### src/design/chem_ram.sv
// Single-port-write, single-port-read synchronous RAM with registered read data.
module chem_ram #(
    parameter int DEPTH = 16,
    parameter int WIDTH = 16,
    parameter int AW    = 4
) (
    input  logic             i_clk,
    input  logic             i_we,
    input  logic [AW-1:0]    i_waddr,
    input  logic [WIDTH-1:0] i_wdata,
    input  logic             i_re,
    input  logic [AW-1:0]    i_raddr,
    output logic [WIDTH-1:0] o_rdata
);

    logic [WIDTH-1:0] r_mem [DEPTH];
    logic [WIDTH-1:0] r_rdata;

    always_ff @(posedge i_clk) begin
        if (i_we) begin
            r_mem[i_waddr] <= i_wdata;
        end
    end

    always_ff @(posedge i_clk) begin
        if (i_re) begin
            r_rdata <= r_mem[i_raddr];
        end
    end

    assign o_rdata = r_rdata;

endmodule

### config.mk
export PLATFORM = sky130hd
export DESIGN_NAME = chem_ram
export DESIGN_NICKNAME = d
export VERILOG_FILES = /design/src/design/chem_ram.sv
export SDC_FILE = /design/constraint.sdc
export NUM_CORES = 1
export LEC_CHECK = 0
export ABC_AREA = 1
export BUFFER_PORTS_ARGS = -buffer_cell sky130_fd_sc_hd__buf_2
export CAP_MARGIN = 30
export CORE_MARGIN = 2
export CORE_UTILIZATION = 60
export CTS_BUF_LIST = sky130_fd_sc_hd__clkbuf_4
export DETAILED_ROUTE_END_ITERATION = 16
export PLACE_DENSITY = 0.8
export SLEW_MARGIN = 20
export SYNTH_ARGS = -nofsm -noshare
export SYNTH_HDL_FRONTEND = slang
export SYNTH_SLANG_ARGS = --single-unit
### constraint.sdc
create_clock -name i_clk -period 2.9 [get_ports i_clk]
set_input_delay 0.435 -clock i_clk [delete_from_list [all_inputs] [get_ports i_clk]]
set_output_delay 0.435 -clock i_clk [all_outputs]
set_load 0.03 [all_outputs]
==> results.yml <==
power:
  leakage_nw: 5.56
  ir_drop_v: 0.000499
  powerDensity_nw_per_um2: 631
placement:
  portBuffers: 42
  dp_hpwl_mm: 16.0
  place_inst: 1314
  gp_congestion: 0.839
setup_path:
  startpoint_type: "flip-flop"
  crit_fanout: 1
  cpPeakStageDelay_ns: 0.45
  critPathTopFamily: "flip-flops"
  startpoint: "o_rdata[5]$_DFFE_PP_"
  arrival_ns: 1.34
  timing.rr.start: "r_mem[9][12]$_DFFE_PP_"
  crit_type: "flip-flop to output port"
  crit_path_end_kind: "output port"
  cp.required_ns: 2.47
  path_cells: "buf_2"
  cpMaxStageDelayCell: "edfxtp_1"
  path_buf_inv: 1
cts:
  hold_buffers: 0
  cts_resized: 0
  cts_setup_buffers: 0
  clock_tree.root_cell: "clkbuf_4"
  cts_tree: "done"
  insertion_delay_ns: 0.68
  clkSlewWorstSetupHoldPaths_ns: 0.07
  htree_levels: 3
  cts_buffer_depth: 3
  clock-sinks: 272
  cts_buffers: 68
drt:
  first_iter_violations: 888
  wl_mm: 26.8
  vias: 7863
  ant_nets: 0
  drt_pass1_iterations: 5
  route.detailed.drc: 0
  vias_per_cell: 5.47
  wl_per_cell_microns: 18.6
timing:
  finalSetupViolCount: 0
  period_share_pct: 61.1
  finalMaxSlewViolations: 0
  hold_viol: 0
  slew_headroom_pct: 34.5
  rsz0062_at_grt: "no"
  period_minus_slack_ns: 1.77
  tightest_slew_ns: 0.982
  finClkSkew_ns: 0.0432
  max_freq_mhz: 564
  finalSetupTns_ns: 0
logic_synthesis:
  synth_cells: 1074
  avgSynthCellArea_sq_um: 10.7
  netlist-cell-type-count: 12
  synth_fp_nets: 1101
  synth_area_sq_um: 11500
  yosys_warnings: 0
  seq_area_frac_synth_pct: 70.8
  synth_seq_cells: 272
finish:
  area_delta_synth_final_pct: 10.9
  final_util_pct: 68.2
  final_nets: 1179
  drive_gt1_share_pct: 14.7
  layout.cells.non_filler: 1438
outcome:
  status: "complete, no violations"
global_route:
  grt_overflow_total: 0
  grt_antenna_before_repair: 1
  gr-usage-met3_pct: 5.37
  grt_start_max_net_pins: 129
  grt.total_usage_pct: 27.7
  grt_pass1_vias: 7872
  met1_usage_pct: 33.5
  top_usage_layer: "met2"
  use_met2_pct: 46.6
  grt_pass1_wl_mm: 41.5
floorplan:
  die_x_microns: 143
  die_h_microns: 143
  dieArea_sq_um: 20400
  num_rows: 50
  io_pins: 43
  core_area_sq_um: 18800
  start_util_pct: 61.5
min_path:
  hold_path.class: "primary input to flip-flop"
  min_from: "i_wdata[13]"
job:
  maxCapViolations: 0
[synthesized netlist by cell type]
master    instances  area (sq um)
edfxtp_1        272          8170
inv_1           196           736
nand3_1         193           966
nor2_1           17          63.8
nand3b_1          2          15.0
buf_2            19          95.1
buf_1             1          3.75
clkbuf_1         10          37.5
nand2_1         341          1280
buf_4            18           135
inv_2             2          7.51
buf_6             3          33.8
[cell families after synthesis]
group	share of synthesized area, %
buffers and inverters	9.09
DFF	70.8
and+or+nand+nor	20.1
[flip-flops by register name, summed over array words and instances (netlist names)]
| signal | flops |
|---|---|
| r_mem | 256 |
| o_rdata | 16 |
[final cells by class]
type,instances,area [sq um]
multi-input cells,553,2360
repair buffers,59,398
clock buffers,94,706
clock inverters,27,129
inverters,198,744
well taps,234,293
diodes,1,2.50
flip-flops and latches,272,8170
fillers,1336,5960
[worst paths after layout]
check,endpoint,slack [ns],cells past startpoint
setup reg to reg,o_rdata[12]$_DFFE_PP_,1.67,6
hold / removal,r_mem[14][13]$_DFFE_PP_,0.17,1
setup / recovery,o_rdata[5],1.13,1
hold reg to reg,o_rdata[6]$_DFFE_PP_,0.73,6
[worst register-to-register path: cells and delay by family, from the launching register on]
family	cells	cell delay (ns)
buf+inv	1	0.06
flops	1	0.36
simple gates	5	0.58
[where the power goes]
group          internal [mW]  switching, mW  leakage, nW
Sequential              4.43         0.0276         2.47
Combinational          0.141          0.411         2.59
Clock                   1.60           1.48        0.500
Total                   6.17           1.92         5.56
[layout by cell type, fill, tap and decap left out]
cell,n
buf_2,41
nand2_1,341
buf_6,2
nand3_1,193
diode_2,1
nor2_2,16
inv_1,196
inv_2,5
clkinv_2,2
clkinv_1,21
edfxtp_1,272
bufinv_16,1
clkbuf_4,94
buf_12,4
nand3b_1,2
buf_4,12
nor2_1,1
[metal layers]
layer	part of all wire [%]	vias to the layer above
met5	0	-
met4	4.5	0
met3	8.3	82
met2	51	420
met1	36	3686
li1	-	3675
[metrics by stage]
stage | instance area, sq um | power [mW] | setup slack, ns | hold slack (ns)
global route | 12800 | 8.38 | 1.11 | 0.151
global placement | 11900 | 5.07 | 0.854 | 0.725
detailed placement | 11900 | 5.08 | 0.820 | 0.746
CTS | 12800 | 8.13 | 1.09 | 0.130
floorplan | 11500 | 4.87 | 1.17 | 0.534
finish | 12800 | 8.08 | 1.13 | 0.165
No activity file was read; power rests on OpenSTA's default activity.
