### config.mk
export PLATFORM = sky130hd
export DESIGN_NAME = chem_out
export DESIGN_NICKNAME = d
export VERILOG_FILES = /design/src/design/chem_pkg.sv /design/src/design/chem_out.sv
export SDC_FILE = /design/constraint.sdc
export NUM_CORES = 1
export LEC_CHECK = 0
export BUFFER_PORTS_ARGS = -buffer_cell sky130_fd_sc_hd__buf_2
export CAP_MARGIN = 20
export CORE_MARGIN = 4
export CORE_UTILIZATION = 44
export DETAILED_ROUTE_END_ITERATION = 10
export PLACE_DENSITY = 0.8
export SYNTH_ARGS = -nofsm -noshare
export SYNTH_HDL_FRONTEND = slang
export SYNTH_SLANG_ARGS = --single-unit
### constraint.sdc
create_clock -name i_clk -period 1.1 [get_ports i_clk]
set_input_delay 0.055 -clock i_clk [delete_from_list [all_inputs] [get_ports i_clk]]
set_output_delay 0.055 -clock i_clk [all_outputs]
set_load 0.01 [all_outputs]
### src/design/chem_pkg.sv
// Shared types and constants for the co-occurrence histogram engine.
package chem_pkg;

    localparam int LEVEL_BITS    = 4;
    localparam int SUM_IDX_BITS  = 5;
    localparam int DIFF_IDX_BITS = 4;
    localparam int OUT_BITS      = 16;

    typedef enum logic [1:0] {
        FUNC_CLEAR = 2'd0,
        FUNC_ADD   = 2'd1,
        FUNC_QUERY = 2'd2,
        FUNC_NOP   = 2'd3
    } t_func;

    // Result load request from the sequencer to the output stage.
    typedef struct packed {
        logic load;
        logic is_query;
        logic pair_ok;
        logic sum_ok;
        logic diff_ok;
        logic x_ok;
        logic y_ok;
        logic symmetric;
        logic overflow;
    } t_res_ctl;

endpackage

### src/design/chem_out.sv
// Output stage: formats one result word and holds it until the receiver takes it.
module chem_out #(
    parameter int COUNT_BITS = 16
) (
    input  logic                        i_clk,
    input  logic                        i_rst_n,
    input  chem_pkg::t_res_ctl          i_ctl,
    input  logic [COUNT_BITS-1:0]       i_pair_rd,
    input  logic [COUNT_BITS-1:0]       i_sum_rd,
    input  logic [COUNT_BITS-1:0]       i_diff_rd,
    input  logic [COUNT_BITS-1:0]       i_x_rd,
    input  logic [COUNT_BITS-1:0]       i_y_rd,
    input  logic [COUNT_BITS-1:0]       i_pairs_added,
    input  logic                        i_out_ready,
    output logic                        o_free,
    output logic                        o_out_valid,
    output logic [chem_pkg::OUT_BITS-1:0] o_pair_count,
    output logic [chem_pkg::OUT_BITS-1:0] o_sum_count,
    output logic [chem_pkg::OUT_BITS-1:0] o_diff_count,
    output logic [chem_pkg::OUT_BITS-1:0] o_x_count,
    output logic [chem_pkg::OUT_BITS-1:0] o_y_count,
    output logic [chem_pkg::OUT_BITS-1:0] o_total_pairs,
    output logic                        o_saturated
);

    localparam logic [COUNT_BITS-1:0] CNT_MAX = {COUNT_BITS{1'b1}};

    logic                          r_valid;
    logic [chem_pkg::OUT_BITS-1:0] r_pair;
    logic [chem_pkg::OUT_BITS-1:0] r_sum;
    logic [chem_pkg::OUT_BITS-1:0] r_diff;
    logic [chem_pkg::OUT_BITS-1:0] r_x;
    logic [chem_pkg::OUT_BITS-1:0] r_y;
    logic [chem_pkg::OUT_BITS-1:0] r_total;
    logic                          r_sat;
    logic [COUNT_BITS:0]           dbl;
    logic [COUNT_BITS-1:0]         total;

    // Double the pair total in symmetric mode, clamped at the counter maximum.
    assign dbl   = {i_pairs_added, 1'b0};
    assign total = !i_ctl.symmetric ? i_pairs_added :
                   (dbl[COUNT_BITS] ? CNT_MAX : dbl[COUNT_BITS-1:0]);

    assign o_free = !r_valid || i_out_ready;

    always_ff @(posedge i_clk) begin
        if (!i_rst_n) begin
            r_valid <= 1'b0;
        end else if (i_ctl.load) begin
            r_valid <= 1'b1;
        end else if (i_out_ready) begin
            r_valid <= 1'b0;
        end
    end

    always_ff @(posedge i_clk) begin
        if (i_ctl.load) begin
            r_pair  <= (i_ctl.is_query && i_ctl.pair_ok) ?
                       chem_pkg::OUT_BITS'(i_pair_rd) : '0;
            r_sum   <= (i_ctl.is_query && i_ctl.sum_ok) ?
                       chem_pkg::OUT_BITS'(i_sum_rd) : '0;
            r_diff  <= (i_ctl.is_query && i_ctl.diff_ok) ?
                       chem_pkg::OUT_BITS'(i_diff_rd) : '0;
            r_x     <= (i_ctl.is_query && i_ctl.x_ok) ?
                       chem_pkg::OUT_BITS'(i_x_rd) : '0;
            r_y     <= (i_ctl.is_query && i_ctl.y_ok) ?
                       chem_pkg::OUT_BITS'(i_y_rd) : '0;
            r_total <= chem_pkg::OUT_BITS'(total);
            r_sat   <= i_ctl.overflow;
        end
    end

    assign o_out_valid   = r_valid;
    assign o_pair_count  = r_pair;
    assign o_sum_count   = r_sum;
    assign o_diff_count  = r_diff;
    assign o_x_count     = r_x;
    assign o_y_count     = r_y;
    assign o_total_pairs = r_total;
    assign o_saturated   = r_sat;

endmodule

==> metrics.txt, run 1 <==
outcome finished, final reports clean; Final Hold Viols 0; Main synth FF type edfxtp_1; Die W between 90 and 100 um; Sink Count 98; Worst VDD drop between 0.7 and 0.8 mV; CTS tree yes; H-tree depth 3; worst setup path startpoint i_out_ready; via count 2745; syn_nets between 300 and 400; layout net count around 550; core area 8220 um2; initial antenna violation count 2; GR Overflow Total 0; Avg WL per Cell between 15 and 20 um; # Max-Cap Violations 0; cell with the most instances after synthesis edfxtp_1; Die Y 99.9 um; crit path launch type primary input; Post-Syn Instances around 220; Worst EP required approximately 1.0 ns; Synth warnings 0; Netlist Area Pre-Place about 3700 um2; gpl congestion approximately 0.77; Yosys reg bits 98; Yosys cell types 18; largest net degree at the start of global routing 49; Post-synth EDFFs 97; area of the die 9990 um2; Final min period 1.05 ns; drt pass-1 iters 5; share of post-route cells with drive strength above 1 a little over half; Synth area leaders edfxtp_1 (78%), and3_1 (13%), o22a_2 (2.2%), o22a_1 (0.94%), clkbuf_2 (0.81%); Async SR Flop Fraction 0%; min-delay src i_diff_rd[5]; pre-CTS setup slack approximately 0.16 ns; Routed WL approximately 9100 um; # resized after CTS 0; post-route setup slack ~0.053 ns; Crit Path Max Fanout 2; Synth top cells by count edfxtp_1 (97), and3_1 (80), o22a_2 (8), clkbuf_2 (6), clkbuf_1 (5); Inserted Clock Buffers 9; endpoints failing setup 0; Final Max Slew Viols 0; Clock Skew 0 ns; area grow syn2layout 41.4%; Slew HR 76.4%; starting density of the core 45.3%; largest area contributor in the netlist edfxtp_1; Port Buffers 206; Routed Antenna Nets 0; CTS max path bufs 2; crit path kind primary input to primary output; Reg-to-Reg Start o_out_valid; fillcell total ~640; synthesized area per cell around 17 um2; register area share after synthesis about 79%; I/O pin cnt approximately 210; setup TNS 0 ns; Final Cycle Share between 90% and 100%; leakage power ~2.5 nW; pwr/cell area around 1500 nW/um2; Worst setup EP type primary output; root buffer cell clkbuf_8; row count 33; worst skew pair latency 0.34 ns; top cell type's share of synthesized area around four fifths; Slew @ Worst Pin 0.353 ns; first-pass GRT wire length ~14000 um; RSZ-0062 raised after global routing false; overall global routing resource usage between 15 and 20%; Fmax between 0.9 and 1 GHz; # diodes 0; DRC viols 0; vias in the first global route between 2000 and 3000; Reg clk slew, reported paths 0.10 ns; DP HPWL approximately 6700 um; arrival time at the worst endpoint 0.99 ns; routed vias/inst roughly 4.9; Hold Crit Class primary input to flip-flop; DRT iter0 DRCs a little under 90
worst max-delay path, cell delays in order:
cell           delay (ns)
dlygate4sd3_1        0.54
buf_2                0.11
nand2b_1             0.14
buf_2                0.14
per-layer routing:
layer  GRT usage [%]  share of wire [%]
met5               0               0.26
met3            6.12                 10
met2            32.6                 53
met1            19.0                 35
met4            5.36                1.0
cell usage in the layout, fill, tap and decap left out:
master / netlist / routed
a21boi_0: 1 / 1
inv_1: 1 / 1
dlygate4sd3_1: 0 / 19
nand2b_4: 1 / 1
clkinvlp_4: 0 / 1
a21o_1: 1 / 1
buf_2: 2 / 205
nand2b_1: 1 / 1
clkbuf_1: 5 / 1
dfxtp_1: 1 / 1
bufinv_16: 0 / 1
clkinv_2: 0 / 2
o22a_2: 8 / 8
clkbuf_8: 1 / 9
and3_1: 80 / 80
buf_12: 0 / 2
inv_6: 0 / 2
mux2_2: 1 / 1
o22a_1: 4 / 4
buf_4: 0 / 7
a21oi_1: 2 / 2
nor2_1: 4 / 4
edfxtp_1: 97 / 97
timing repair:
action	in CTS	in global routing
buffers inserted	0	0
endpoints found under the hold margin	14	2
hold buffers	16	3
cell type report:
type                            instances  area, um2  area share, %
Multi-Input combinational cell        103        687           13.1
Sequential cell                        98       2930           55.8
Clock inverter                          6       65.1           1.24
Clock buffer                           10        128           2.43
Tap cell                              105        131           2.50
Inverter                                1       3.75         0.0714
Timing Repair Buffer                  233       1310           24.9
flip-flops by register name, summed over array words and instances, names as in the netlist:
signal	flops
o_total_pairs	16
o_sum_count	16
o_saturated	1
o_diff_count	16
o_pair_count	16
o_y_count	16
o_x_count	16
o_out_valid	1
through the flow:
stage | hold slack (ns) | total power [mW] | cells | util, % | cell area [um2]
2_1_floorplan | 0.154 | 4.91 | 218 | - | 3720
5_1_grt | -0.00339 | 8.03 | 556 | 64.0 | 5260
6_report | 0.0210 | 7.71 | 556 | 64.0 | 5260
4_1_cts | 0.00104 | 7.77 | 553 | 63.6 | 5230
3_5_place_dp | 0.244 | 5.51 | 521 | 59.3 | 4870
3_3_place_gp | 0.240 | 5.46 | 521 | 59.3 | 4870
power breakdown:
group | internal [mW] | total [mW] | switching (mW)
clock network | 1.06 | 2.24 | 1.18
logic | 0.479 | 0.992 | 0.513
registers | 4.40 | 4.47 | 0.0689
total | 5.94 | 7.71 | 1.76
cells by family after synthesis:
| family | synth area share, % |
|---|---|
| AO/OA/AOI/OAI | 3.77 |
| buffers and inverters | 2.66 |
| flip-flops | 78.9 |
| multiplexers | 0.303 |
| AND/OR/NAND/NOR | 14.4 |
path summary, 6_finish.rpt:
check | slack [ns] | depth (start not counted) | endpoint
min | 0.02 | 2 | o_diff_count[5]
max reg2reg | 0.46 | 2 | o_out_valid
max | 0.05 | 4 | o_free
min reg2reg | 0.53 | 2 | o_out_valid
Power figures use the tool's default switching activity.
==> run 2: changes to the inputs <==
--- a/config.mk
+++ b/config.mk
@@ -8,9 +8,9 @@
 export BUFFER_PORTS_ARGS = -buffer_cell sky130_fd_sc_hd__buf_2
 export CAP_MARGIN = 20
 export CORE_MARGIN = 4
-export CORE_UTILIZATION = 44
+export CORE_UTILIZATION = 40
 export DETAILED_ROUTE_END_ITERATION = 10
-export PLACE_DENSITY = 0.8
+export PLACE_DENSITY = 0.73
 export SYNTH_ARGS = -nofsm -noshare
 export SYNTH_HDL_FRONTEND = slang
 export SYNTH_SLANG_ARGS = --single-unit
==> metrics.txt, run 2 (synthesis results as in run 1) <==
Final Hold Viols 0; Crit Path Max Fanout 2; GR Overflow Total 0; Hold Crit Class primary input to flip-flop; vias in the first global route 2698; Slew @ Worst Pin around 0.31 ns; Die Y approximately 100 um; Clock Skew 0 ns; crit path launch type primary input; leading cell type in the layout, fill and taps excluded buf_2; worst skew pair latency between 0.3 and 0.4 ns; routed vias/inst 4.86; area of the die between 10000 and 15000 um2; layout net count about 560; Multi-input gate area approximately 700 um2; slowest stage delay, CP 0.53 ns; arrival time at the worst endpoint between 0.9 and 1 ns; area grow syn2layout 41.7%; Worst EP required roughly 1.0 ns; Final Max Slew Viols 0; Placed Cells ~520; setup TNS 0 ns; Sink Count slightly below 100; fin util a little under 60%; Reg area between 2000 and 3000 um2; Routed Antenna Nets 0; Avg WL per Cell 16.4 um; crit path kind primary input to primary output; Setup Buffers After CTS 0; Port Buffers roughly 200; Inserted Clock Buffers 9; # Max-Cap Violations 0; Final Cycle Share a little over nine tenths; pwr/cell area between 1000 and 1500 nW/um2; DP HPWL ~6600 um; Worst VDD drop roughly 0.76 mV; starting density of the core 41.8%; Placed Area 4850 um2; leakage power ~2.5 nW; Reg clk slew, reported paths approximately 0.090 ns; # resized after CTS 0; largest net degree at the start of global routing 55; Routed WL roughly 9000 um; share of post-route cells with drive strength above 1 51.8%; DRT iter0 DRCs 84; via count ~2700; overall global routing resource usage ~16%; CP max-delay cell dlygate4sd3_1; min-delay src i_y_rd[12]; endpoints failing setup 0; root buffer cell clkbuf_8; worst setup path startpoint i_out_ready; RSZ-0062 raised after global routing false; Final min period 1.03 ns; critical path's most frequent cell buf_2; Worst setup EP type primary output; hold slack final between 0.015 and 0.02 ns; DRC viols 0; Die W between 100 and 150 um; core area 8890 um2; fin cells 560; outcome finished, final reports clean; # diodes 0; Cell Chain, Critical Path dlygate4sd3_1 -> buf_2 -> nand2b_1 -> buf_2; CTS tree yes; row count 34; fillcell total roughly 720; CTS max path bufs 2; Reg-to-Reg Start o_out_valid; I/O pin cnt 207; gpl congestion just over 0.8; first-pass GRT wire length 14000 um; H-tree depth 3; Final Cell Area ~5300 um2; Slew HR approximately 79%; Fmax 0.970 GHz; initial antenna violation count 0; drt pass-1 iters 4; commonest cells after routing, fill and taps aside buf_2 (205), edfxtp_1 (97), and3_1 (80)
==> run 2: cell types whose count changed in the layout (fill, tap and decap cells not counted), sizes merged <==
cell | previous run | this run
buf | 214 | 211
inv | 3 | 1
dlygate4sd3 | 19 | 23
clkinv | 2 | 3
clkinvlp | 1 | 2
==> run 2: path summary, 6_finish.rpt <==
| path | endpoint | slack [ns] | cells after the start |
|---|---|---|---|
| max | o_free | 0.07 | 4 |
| min reg2reg | o_out_valid | 0.51 | 2 |
| min | o_y_count[12] | 0.02 | 2 |
| max reg2reg | o_out_valid | 0.47 | 2 |
==> run 2: area by class of cell <==
class / count / area share (%)
Timing Repair Buffer: 234 / 25.2
Multi-Input combinational cell: 103 / 13.0
Inverter: 1 / 0.0712
Clock inverter: 6 / 1.09
Clock buffer: 10 / 2.42
Sequential cell: 98 / 55.7
Tap cell: 108 / 2.56
==> run 2: what timing repair did <==
item | in CTS | in global routing
hold endpoints to repair | 14 | 8
endpoints found under the setup margin | 0 | 0
hold buffers | 15 | 8
==> run 2: worst max-delay path: cells and delay by family <==
kind / cells / cell delay, ns
simple gates: 1 / 0.14
buf+inv: 3 / 0.78
==> run 2: metrics by stage <==
step | setup WS, ns | total power, mW
floorplan | 0.305 | 4.91
global placement | 0.215 | 5.47
detailed placement | 0.189 | 5.50
CTS | 0.0772 | 7.75
global route | 0.0172 | 8.03
finish | 0.0689 | 7.68
==> run 2: layer usage <==
layer  wire (um)  vias up  track usage [%]
li1            -     1307                -
met1        3510     1257             19.5
met2        4610      143             26.6
met3         876       15             6.95
met4         205        0             5.79
met5           0        -                0
==> run 2: power breakdown <==
| part | internal [mW] | switching [mW] |
|---|---|---|
| Combinational | 0.482 | 0.515 |
| Sequential | 4.40 | 0.0657 |
| Clock | 1.03 | 1.18 |
==> run 3: changes to the inputs <==
--- a/config.mk
+++ b/config.mk
@@ -8,9 +8,9 @@
 export BUFFER_PORTS_ARGS = -buffer_cell sky130_fd_sc_hd__buf_2
 export CAP_MARGIN = 20
 export CORE_MARGIN = 4
-export CORE_UTILIZATION = 40
+export CORE_UTILIZATION = 44
 export DETAILED_ROUTE_END_ITERATION = 10
-export PLACE_DENSITY = 0.73
+export PLACE_DENSITY = 0.8
 export SYNTH_ARGS = -nofsm -noshare
 export SYNTH_HDL_FRONTEND = slang
 export SYNTH_SLANG_ARGS = --single-unit
==> constraint.sdc (replaced) <==
create_clock -name i_clk -period 1.1 [get_ports i_clk]
set_input_delay 0.165 -clock i_clk [delete_from_list [all_inputs] [get_ports i_clk]]
set_output_delay 0.165 -clock i_clk [all_outputs]
set_load 0.01 [all_outputs]
==> metrics.txt, run 3 (synthesis results as in run 1) <==
outcome finished, final reports clean; RSZ-0062 raised after global routing true; starting density of the core between 40% and 50%; # diodes 0; # Max-Cap Violations 0; via count 2612; Clock Skew 0 ns; pwr/cell area roughly 1500 nW/um2; hold slack final approximately 0.059 ns; root buffer cell clkbuf_8; Top delay family on crit path flip-flops; Final Cell Area ~5100 um2; H-tree depth 3; fin util between 60% and 70%; Avg WL per Cell about 16 um; routed vias/inst around 4.8; initial antenna violation count 2; M2 GR Usage a little under a third; worst hold path depth 2; worst skew pair latency about 0.34 ns; Final Hold Viols 0; Hold Crit Class primary input to flip-flop; Placed Area between 4000 and 5000 um2; GR Overflow Total 0; R2R cell count 2; I/O pin cnt 207; Routed WL between 8000 and 9000 um; fillcell total roughly 670; Die W around 100 um; Tot Pwr 7.91 mW; Die Y approximately 100 um; WP buf/inv 1; Crit Path Max Fanout 1; vias in the first global route roughly 2700; pre-CTS setup slack roughly 0.12 ns; Worst setup EP type primary output; post-route setup slack 0.0295 ns; commonest cells after routing, fill and taps aside buf_2 (205), edfxtp_1 (97), and3_1 (80); first-pass GRT wire length about 13000 um; met1 Use GR between 15 and 20%; Final Max Slew Viols 0; Final Cycle Share between 90% and 100%; Routed Antenna Nets 0; leading cell type in the layout, fill and taps excluded buf_2; Slew @ Worst Pin approximately 0.24 ns; Final min period 1.07 ns; Placed Cells about 520; share of post-route cells with drive strength above 1 a little under three fifths; Fmax 0.934 GHz; area grow syn2layout 37.8%; DP HPWL just under 7000 um; Worst VDD drop roughly 0.8 mV; endpoints failing setup 0; gpl congestion between 0.7 and 0.8; arrival time at the worst endpoint 0.91 ns; DRC viols 0; Inserted Clock Buffers 9; core area 8220 um2; layout net count around 540; area of the die around 10000 um2; Sink Count between 90 and 100; Cell Chain, Critical Path buf_2; M3 GR Usage 7.99%; overall global routing resource usage between 10% and 20%; drt pass-1 iters 4; crit path kind flip-flop to primary output; largest net degree at the start of global routing 49; Reg clk slew, reported paths 0.09 ns; fin cells ~540; Port Buffers around 210; setup TNS 0 ns; CP max-delay cell edfxtp_1; CTS tree yes; leakage power 2.43 nW; Slew HR 84.3%; Worst EP required 0.94 ns; DRT iter0 DRCs 76; row count 33; slowest stage delay, CP between 0.4 and 0.5 ns; CTS max path bufs 2; crit path launch type flip-flop; GR peak layer met2; Critical Path Stages 1
[run 3: cell count changes in the layout (fill, tap and decap cells not counted), sizes merged]
| cell | before | now |
|---|---|---|
| clkinvlp | 2 | 1 |
| inv | 1 | 2 |
| dlygate4sd3 | 23 | 1 |
| clkinv | 3 | 2 |
| bufinv | 1 | 2 |
| buf | 211 | 215 |
[run 3: where the power goes]
part	internal [mW]	total [mW]	switching, mW
Clock	1.29	2.49	1.20
Sequential	4.40	4.47	0.0658
Combinational	0.445	0.947	0.502
[run 3: cell type report]
class / instances / area [um2] / area share [%]
multi-input cells: 103 / 687 / 13.4
clock inverters: 6 / 90.1 / 1.76
repair buffers: 216 / 1150 / 22.4
inverters: 1 / 3.75 / 0.0733
flip-flops and latches: 98 / 2930 / 57.3
clock buffers: 10 / 128 / 2.49
well taps: 105 / 131 / 2.56
[run 3: what timing repair did]
item / in CTS / in global routing
hold buffers: 1 / 0
resized for setup: 0 / 1
setup endpoints to repair: 0 / 11
buffers inserted: 0 / 0
hold endpoints to repair: 1 / 0
[run 3: per-layer routing]
metal	up-vias	share of wire, %
li1	1273	-
met1	1198	34
met2	126	53
met3	11	12
met4	4	0.77
met5	-	0.25
[run 3: worst paths after layout]
| check | slack (ns) | to | startpoint |
|---|---|---|---|
| hold reg to reg | 0.52 | o_out_valid | o_out_valid |
| setup / recovery | 0.03 | o_total_pairs[6] | o_total_pairs[6] |
| setup reg to reg | 0.46 | o_out_valid | o_out_valid |
| hold / removal | 0.06 | o_out_valid | i_rst_n |
